### config.mk
export PLATFORM = sky130hd
export DESIGN_NAME = tsre_ctrl
export DESIGN_NICKNAME = d
export VERILOG_FILES = /design/src/hdl/trajectory_stay_region_extractor_macros.svh /design/src/hdl/tsre_pkg.sv /design/src/hdl/tsre_ctrl.sv
export SDC_FILE = /design/constraint.sdc
export NUM_CORES = 1
export LEC_CHECK = 0
export ABC_AREA = 1
export BUFFER_PORTS_ARGS = -buffer_cell sky130_fd_sc_hd__buf_2
export CAP_MARGIN = 20
export CORE_AREA = 2 2 39 41
export CTS_BUF_LIST = sky130_fd_sc_hd__clkbuf_4 sky130_fd_sc_hd__clkbuf_8
export DETAILED_ROUTE_END_ITERATION = 8
export DIE_AREA = 0 0 41 43
export SYNTH_ARGS = -nofsm -noshare
export SYNTH_HDL_FRONTEND = slang
export SYNTH_SLANG_ARGS = --single-unit
### constraint.sdc
create_clock -name i_clk -period 1.2 [get_ports i_clk]
set_input_delay 0.18 -clock i_clk [delete_from_list [all_inputs] [get_ports i_clk]]
set_output_delay 0.18 -clock i_clk [all_outputs]
set_load 0.03 [all_outputs]
### src/hdl/trajectory_stay_region_extractor_macros.svh
// Assertion macros shared by the stay-region extractor.
`ifndef TRAJECTORY_STAY_REGION_EXTRACTOR_MACROS_SVH
`define TRAJECTORY_STAY_REGION_EXTRACTOR_MACROS_SVH

// Same-cycle implication, checked on the rising edge of i_clk outside reset.
`define TSRE_ASSERT_NOW(label, ante, cons, msg) \
    label: assert property (@(posedge i_clk) disable iff (!i_rst_n) (ante) |-> (cons)) \
        else $error(msg);

// Next-cycle implication, checked on the rising edge of i_clk outside reset.
`define TSRE_ASSERT_NEXT(label, ante, cons, msg) \
    label: assert property (@(posedge i_clk) disable iff (!i_rst_n) (ante) |=> (cons)) \
        else $error(msg);

`endif

### src/hdl/tsre_pkg.sv
// Package with the types and constants shared by the stay-region extractor.
`default_nettype none

package tsre_pkg;

    localparam int COORD_W     = 32;
    localparam int EXTENT_W    = 31;
    localparam int MINPTS_W    = 7;
    localparam int IN_TDATA_W  = 96;
    localparam int OUT_TDATA_W = 256;
    localparam int CFG_INDEX_W = 1;

    localparam logic [CFG_INDEX_W-1:0] CFG_EXTENT_LIMIT = 1'd0;
    localparam logic [CFG_INDEX_W-1:0] CFG_MIN_POINTS   = 1'd1;

    typedef enum logic [1:0] {
        S_IDLE,
        S_DECIDE,
        S_WALK
    } t_state;

    typedef struct packed {
        logic load_in;
        logic emit;
        logic flush;
        logic new_user;
        logic grow;
        logic reseed;
        logic walk_start;
        logic absorb;
        logic walk_end;
        logic walk_sel;
    } t_dp_cmd;

    typedef struct packed {
        logic is_flush;
        logic new_user;
        logic fits;
        logic big;
        logic walk_done;
    } t_dp_status;

    typedef struct packed {
        logic signed [COORD_W-1:0] box_max_y;
        logic signed [COORD_W-1:0] box_min_y;
        logic signed [COORD_W-1:0] box_max_x;
        logic signed [COORD_W-1:0] box_min_x;
        logic [31:0]               end_index;
        logic [31:0]               start_index;
        logic [31:0]               region_points;
        logic [31:0]               region_user;
    } t_region;

endpackage

`default_nettype wire

### src/hdl/tsre_ctrl.sv
// Controller state machine that sequences one request through decision and backward walk.
`default_nettype none

module tsre_ctrl (
    input  wire                  i_clk,
    input  wire                  i_rst_n,
    input  wire                  i_in_valid,
    input  wire                  i_out_free,
    input  tsre_pkg::t_dp_status i_status,
    output logic                 o_in_ready,
    output tsre_pkg::t_dp_cmd    o_cmd
);

    tsre_pkg::t_state r_state;
    tsre_pkg::t_state n_state;
    logic             need_emit;
    logic             stall;
    logic             walk_needed;

    assign need_emit   = i_status.big &&
                         (i_status.is_flush || i_status.new_user || !i_status.fits);
    assign stall       = need_emit && !i_out_free;
    assign walk_needed = !i_status.is_flush && !i_status.new_user &&
                         !i_status.fits && !i_status.big;

    always_ff @(posedge i_clk) begin
        if (!i_rst_n) begin
            r_state <= tsre_pkg::S_IDLE;
        end else begin
            r_state <= n_state;
        end
    end

    always_comb begin
        n_state = r_state;
        unique case (r_state)
            tsre_pkg::S_IDLE: begin
                if (i_in_valid) begin
                    n_state = tsre_pkg::S_DECIDE;
                end
            end
            tsre_pkg::S_DECIDE: begin
                if (!stall) begin
                    n_state = walk_needed ? tsre_pkg::S_WALK : tsre_pkg::S_IDLE;
                end
            end
            tsre_pkg::S_WALK: begin
                if (i_status.walk_done) begin
                    n_state = tsre_pkg::S_IDLE;
                end
            end
            default: n_state = tsre_pkg::S_IDLE;
        endcase
    end

    always_comb begin
        o_cmd      = '0;
        o_in_ready = 1'b0;
        unique case (r_state)
            tsre_pkg::S_IDLE: begin
                o_in_ready    = i_rst_n;
                o_cmd.load_in = i_in_valid;
            end
            tsre_pkg::S_DECIDE: begin
                if (!stall) begin
                    o_cmd.emit = need_emit;
                    if (i_status.is_flush) begin
                        o_cmd.flush = 1'b1;
                    end else if (i_status.new_user) begin
                        o_cmd.new_user = 1'b1;
                    end else if (i_status.fits) begin
                        o_cmd.grow = 1'b1;
                    end else if (i_status.big) begin
                        o_cmd.reseed = 1'b1;
                    end else begin
                        o_cmd.walk_start = 1'b1;
                    end
                end
            end
            tsre_pkg::S_WALK: begin
                o_cmd.walk_sel = 1'b1;
                if (i_status.walk_done) begin
                    o_cmd.walk_end = 1'b1;
                end else begin
                    o_cmd.absorb = 1'b1;
                end
            end
            default: o_cmd = '0;
        endcase
    end

endmodule

`default_nettype wire

==> run summary, run 1 <==
status: complete, but fails checks
failing checks: negative setup slack
Area Overhead vs Synth: 155%
switching power: 0.000118 W
Starting Density: 0.156
Most flops, register: r_state
Rows: 14
Max Root-Sink Buffers: 2
Met3 Routed Length: 43 µm
Final Setup Violations: 10
power per cell area: 652 nW/µm²
WL/cell: 8.38 µm
#FFs+latches synth: 2
port bufs: 19
WS Path Type: reg2out
Num CTS Buffers: 3
die width: 41 µm
Final HPWL DP: 523 µm
layout cell share with drive strength beyond 1: 0.729
setup TNS: -0.638 ns
element type at the critical path end: primary output
Clk Tree Root Cell: clkbuf_4
all-layer global routing usage: 0.0933
Clock Skews: 0.00243 ns
Int Power: 0.000240 W
Max-Cap Viols: 0
sequential fraction of the synthesis area: 0.186
Switching Fraction: 0.329
slew of the pin with the lowest slew margin: 0.263 ns
DRC Markers: 0
syn nets: 47
Ant. Diodes: 0
max-slew violations: 0
vias per cell: 3.99
mapped cell area: 215 µm²
first-pass GRT wire length: 1110 µm
final hold slack: 0.252 ns
final core area utilization: 0.396
synth warn: 0
Worst slew margin: 0.824
CP Launch Point: r_state[0]$_SDFFE_PN0P_
dpl ws: -0.00351 ns
Layout Nets: 81
Detail Route met2 WL: 407 µm
crit path max-delay cell type: dfxtp_2
RSZ-0062 raised after global routing: yes
LEAKAGE: 0.292 nW
Worst Path Required: 1.02 ns
syn_area_per_cell: 5.66 µm²
Vias: 343
fin crit period: 1.37 ns
die height: 43 µm
sequential power share: 0.200
worst skew pair latency: 0.23 ns
Max Clk Rate: 0.729 GHz
CTS tree: done
critical path launch point type: flop
Reg2Reg Launch Point: r_state[0]$_SDFFE_PN0P_
Worst-path clk slew: 0.03 ns
Top Layer Used: met4
Combinational Power Share: 0.377
Max IR drop VDD: 0.000393 V
final instance area: 548 µm²
max reg flops: 2
antenna violations before repair: 0
Die Area: 1760 µm²
Iter 0 DRT Violations: 13
Hold Startpoint: i_rst_n
H-tree Lvls: 1
largest net degree at the start of global routing: 6
I/O pin cnt: 20
Clk pwr share: 0.423
fin crit share: 1.14
CP max stage delay: 0.32 ns
antenna-violating nets left: 0
reg2reg setup slack: 0.18 ns
CP cell instances: inv_2, nor2_4, buf_4, nand3_2, nor3_4, buf_6
vias in the first global route: 304
Critical path destination: o_cmd[4]
peak fanout along the critical path: 4
placed inst area: 395 µm²
fin worst setup slack: -0.172 ns
synth unique cells: 14
Largest regs: r_state: 2 flops
GP Congestion: 0.724
total wire length: 721 µm
Core ar.: 1380 µm²
Final Hold Fails: 0
Worst EP arrival: 1.19 ns
total congestion overflow: 0
met1 wire length: 263 µm
Sink Count: 2
synthesized instance count: 38
Worst R2R End: r_state[1]$_SDFFE_PN0P_
Fillers: 151
min-delay worst type: in2reg
FF-to-FF path depth: 6
Pre-antenna DRT Iters: 4
-- cells by family after synthesis --
group	count (synthesis)	share of synthesized area
simple gates	20	0.500
compound gates	3	0.0872
buf+inv	13	0.227
flops	2	0.186
-- through the flow --
stage	cells	total power, W
2_1_floorplan	38	0.000130
3_3_place_gp	79	0.000171
3_5_place_dp	79	0.000172
4_1_cts	82	0.000341
5_1_grt	86	0.000383
6_report	86	0.000357
-- power groups by stage --
stage | sequential, W | combinational [W] | clock [W]
floorplan | 0.0000745 | 0.0000557 | 0
global placement | 0.0000724 | 0.0000985 | 0
detailed placement | 0.0000725 | 0.0000997 | 0
CTS | 0.0000716 | 0.000112 | 0.000157
global route | 0.0000721 | 0.000147 | 0.000164
finish | 0.0000716 | 0.000135 | 0.000151
-- per-layer routing --
metal  global-route usage  vias up
met4               0.0600        0
met3               0.0366        2
met1                0.109      148
met2                0.134       12
met5                    0        -
li1                     -      181
-- timing repair --
item | in CTS | in global routing
hold buffers | 0 | 0
pin swaps | 4 | 4
setup buffers | 0 | 4
gates cloned | 0 | 0
gates resized for setup | 17 | 13
setup endpoints to repair | 11 | 11
-- worst min-delay path by stage --
stage	endpoint	slack, ns	cells after the start
after floorplan	r_state[1]$_SDFFE_PN0P_	0.34	2
after global placement	r_state[1]$_SDFFE_PN0P_	0.44	3
after detailed placement	r_state[1]$_SDFFE_PN0P_	0.45	3
after CTS	r_state[1]$_SDFFE_PN0P_	0.22	3
after global routing	r_state[1]$_SDFFE_PN0P_	0.26	3
final	r_state[1]$_SDFFE_PN0P_	0.25	3
-- cell type report --
cell class	instances	area, µm²	area share
repair buffers	29	228	0.416
multi-input cells	23	186	0.340
inverters	13	48.8	0.0890
flip-flops and latches	2	42.5	0.0776
clock buffers	3	22.5	0.0411
well taps	16	20.0	0.0365
-- cells in the final DEF (no fill, tap or decap) --
cell      instances
a21oi_1           1
clkbuf_4          3
nor3_4            2
nand2_2           2
nor3_2            3
a21oi_2           1
dfxtp_2           2
inv_2             3
nor2_2            1
buf_2             8
buf_4            13
buf_6             8
nor2_1            2
nor2_4            4
nand4_1           2
nand3_2           1
inv_1            10
o21ai_1           1
nand2_1           3
-- Yosys cell counts, drive strengths merged --
library cell,number,area share
a21oi,2,0.064
dfxtp,2,0.19
inv,13,0.23
nand2,5,0.087
nand3,1,0.023
nand4,2,0.058
nor2,7,0.17
nor3,5,0.16
o21ai,1,0.023
-- worst max-delay path: cells and delay by family (launching register included) --
| kind | cells | cell delay, ns |
|---|---|---|
| buffers and inverters | 3 | 0.32 |
| flip-flops | 1 | 0.32 |
| AND/OR/NAND/NOR | 3 | 0.32 |
Note: power is estimated with default switching activity, not from simulation.
==> run 2: changes to the inputs <==
--- a/config.mk
+++ b/config.mk
@@ -5,7 +5,6 @@
 export SDC_FILE = /design/constraint.sdc
 export NUM_CORES = 1
 export LEC_CHECK = 0
-export ABC_AREA = 1
 export BUFFER_PORTS_ARGS = -buffer_cell sky130_fd_sc_hd__buf_2
 export CAP_MARGIN = 20
 export CORE_AREA = 2 2 39 41
==> run summary, run 2 <==
status: complete, but fails checks
failing checks: negative setup slack
Max Root-Sink Buffers: 2
met1 Usage GRT: 0.105
die width: 41 µm
fin crit period: 1.35 ns
element type at the critical path end: primary output
port bufs: 19
largest net degree at the start of global routing: 6
setup TNS: -0.862 ns
vias per cell: 4.14
GP Congestion: 0.720
#FFs+latches synth: 2
CTS tree: done
WS Path Type: reg2out
Final Setup Violations: 9
Ant. Diodes: 0
power per cell area: 629 nW/µm²
antenna violations before repair: 0
WL/cell: 11.4 µm
Worst path top cell family by delay: simple AND/OR/NAND/NOR gates
Max IR drop VDD: 0.000212 V
number of synthesized flops with an enable pin: 0
Sink Count: 2
LEAKAGE: 0.244 nW
synth unique cells: 14
vias in the first global route: 260
Starting Density: 0.131
Max-Cap Viols: 0
busiest grt layer: met2
slew of the pin with the lowest slew margin: 0.402 ns
Worst EP arrival: 1.17 ns
Vias: 286
placed insts: 64
mapped cell area: 181 µm²
Clk Tree Root Cell: clkbuf_4
commonest non-fill, non-tap cell in the layout: buf_6
Max Clk Rate: 0.739 GHz
sequential fraction of the synthesis area: 0.221
final hold slack: 0.184 ns
Power, Total: 0.000367 W
synthesized instance count: 22
max reg flops: 2
Final HPWL DP: 511 µm
Buf/Inv on CP: 1
critical path launch point type: flop
syn nets: 31
I/O pin cnt: 20
post-synth top area share: 0.221
total congestion overflow: 0
max-slew violations: 0
first-pass GRT wire length: 1010 µm
total wire length: 790 µm
Synth async-reset ratio: 0
Global Route met3 Usage: 0.0157
fin crit share: 1.13
syn_area_per_cell: 8.25 µm²
Die Area: 1760 µm²
Num CTS Buffers: 3
min-delay worst type: in2reg
RSZ-0062 raised after global routing: yes
Rows: 14
Worst slew margin: 0.731
worst skew pair latency: 0.23 ns
DRC Markers: 0
most common cell in the netlist: nor2b_1
met2 usage: 0.119
most frequent cells after synthesis: 6 x nor2b_1, 3 x nor3b_1, 2 x dfxtp_1
Clock Skews: 0.00301 ns
crit path max-delay cell type: dfxtp_4
fin worst setup slack: -0.154 ns
antenna-violating nets left: 0
synth top area cells: dfxtp_1 22%, nor2b_1 21%, nor3b_1 12%
die height: 43 µm
Worst Path Required: 1.02 ns
Most flops, register: r_state
all-layer global routing usage: 0.0861
Area Overhead vs Synth: 222%
CP cell instances: nor2b_4, nand3_4, nor4_4, buf_6
layout cell share with drive strength beyond 1: 0.925
Final Non-Filler Cells: 69
Layout Nets: 64
Synth area leader: dfxtp_1
Worst-path clk slew: 0.03 ns
Pre-antenna DRT Iters: 2
synth warn: 0
most frequent cells in the layout: 13 x buf_6, 9 x buf_4, 6 x buf_2
H-tree Lvls: 1
Core ar.: 1380 µm²
peak fanout along the critical path: 3
Final Hold Fails: 0
Largest regs: r_state: 2 flops
CP max stage delay: 0.36 ns
Iter 0 DRT Violations: 1
dpl ws: -0.120 ns
Main synth FF type: dfxtp_1
-- run 2: kinds of logic after synthesis --
family          synth area share
flops                      0.221
compound gates            0.0759
simple gates               0.703
-- run 2: per-stage QoR --
stage	area (µm²)	util
4_1_cts	519	0.375
3_3_place_gp	388	0.280
2_1_floorplan	220	-
5_1_grt	584	0.422
3_5_place_dp	388	0.280
6_report	584	0.422
-- run 2: worst paths after layout --
path | from | end | slack [ns] | cells after the start
max | r_state[0]$_SDFFE_PN0P_ | o_cmd[4] | -0.15 | 4
min | i_rst_n | r_state[1]$_SDFFE_PN0P_ | 0.18 | 2
max reg2reg | r_state[1]$_SDFFE_PN0P_ | r_state[1]$_SDFFE_PN0P_ | 0.10 | 5
min reg2reg | r_state[1]$_SDFFE_PN0P_ | r_state[0]$_SDFFE_PN0P_ | 0.63 | 3
-- run 2: what timing repair did --
item	4_1_cts	5_1_grt
pin swaps	5	1
buffers inserted	1	1
setup endpoints to repair	11	11
hold buffers	0	0
resized for setup	30	13
endpoints found under the hold margin	0	0
-- run 2: area by class of cell --
type,count,area [µm²]
clock buffer,3,22.5
fill,134,800
multi-input combinational,20,250
sequential,2,47.5
tap,16,20.0
timing repair buffer,28,244
-- run 2: metal layers --
layer  up-vias  wire length, µm
met5         -                0
met4         0                0
met1       133              296
li1        145                -
met3         0               44
met2         8              450
-- run 2: power by group --
| group | leakage [nW] | internal [W] | switching (W) |
|---|---|---|---|
| sequential | 0.0178 | 0.0000670 | 0.00000365 |
| combinational | 0.212 | 0.0000725 | 0.0000691 |
| clock | 0.0138 | 0.000111 | 0.0000441 |
| total | 0.244 | 0.000250 | 0.000117 |
-- run 2: worst register-to-register path: cells and delay by family (launching register included) --
kind	cells	cell delay, ns
flops	1	0.35
simple gates	2	0.25
compound gates	1	0.15
buf+inv	2	0.24
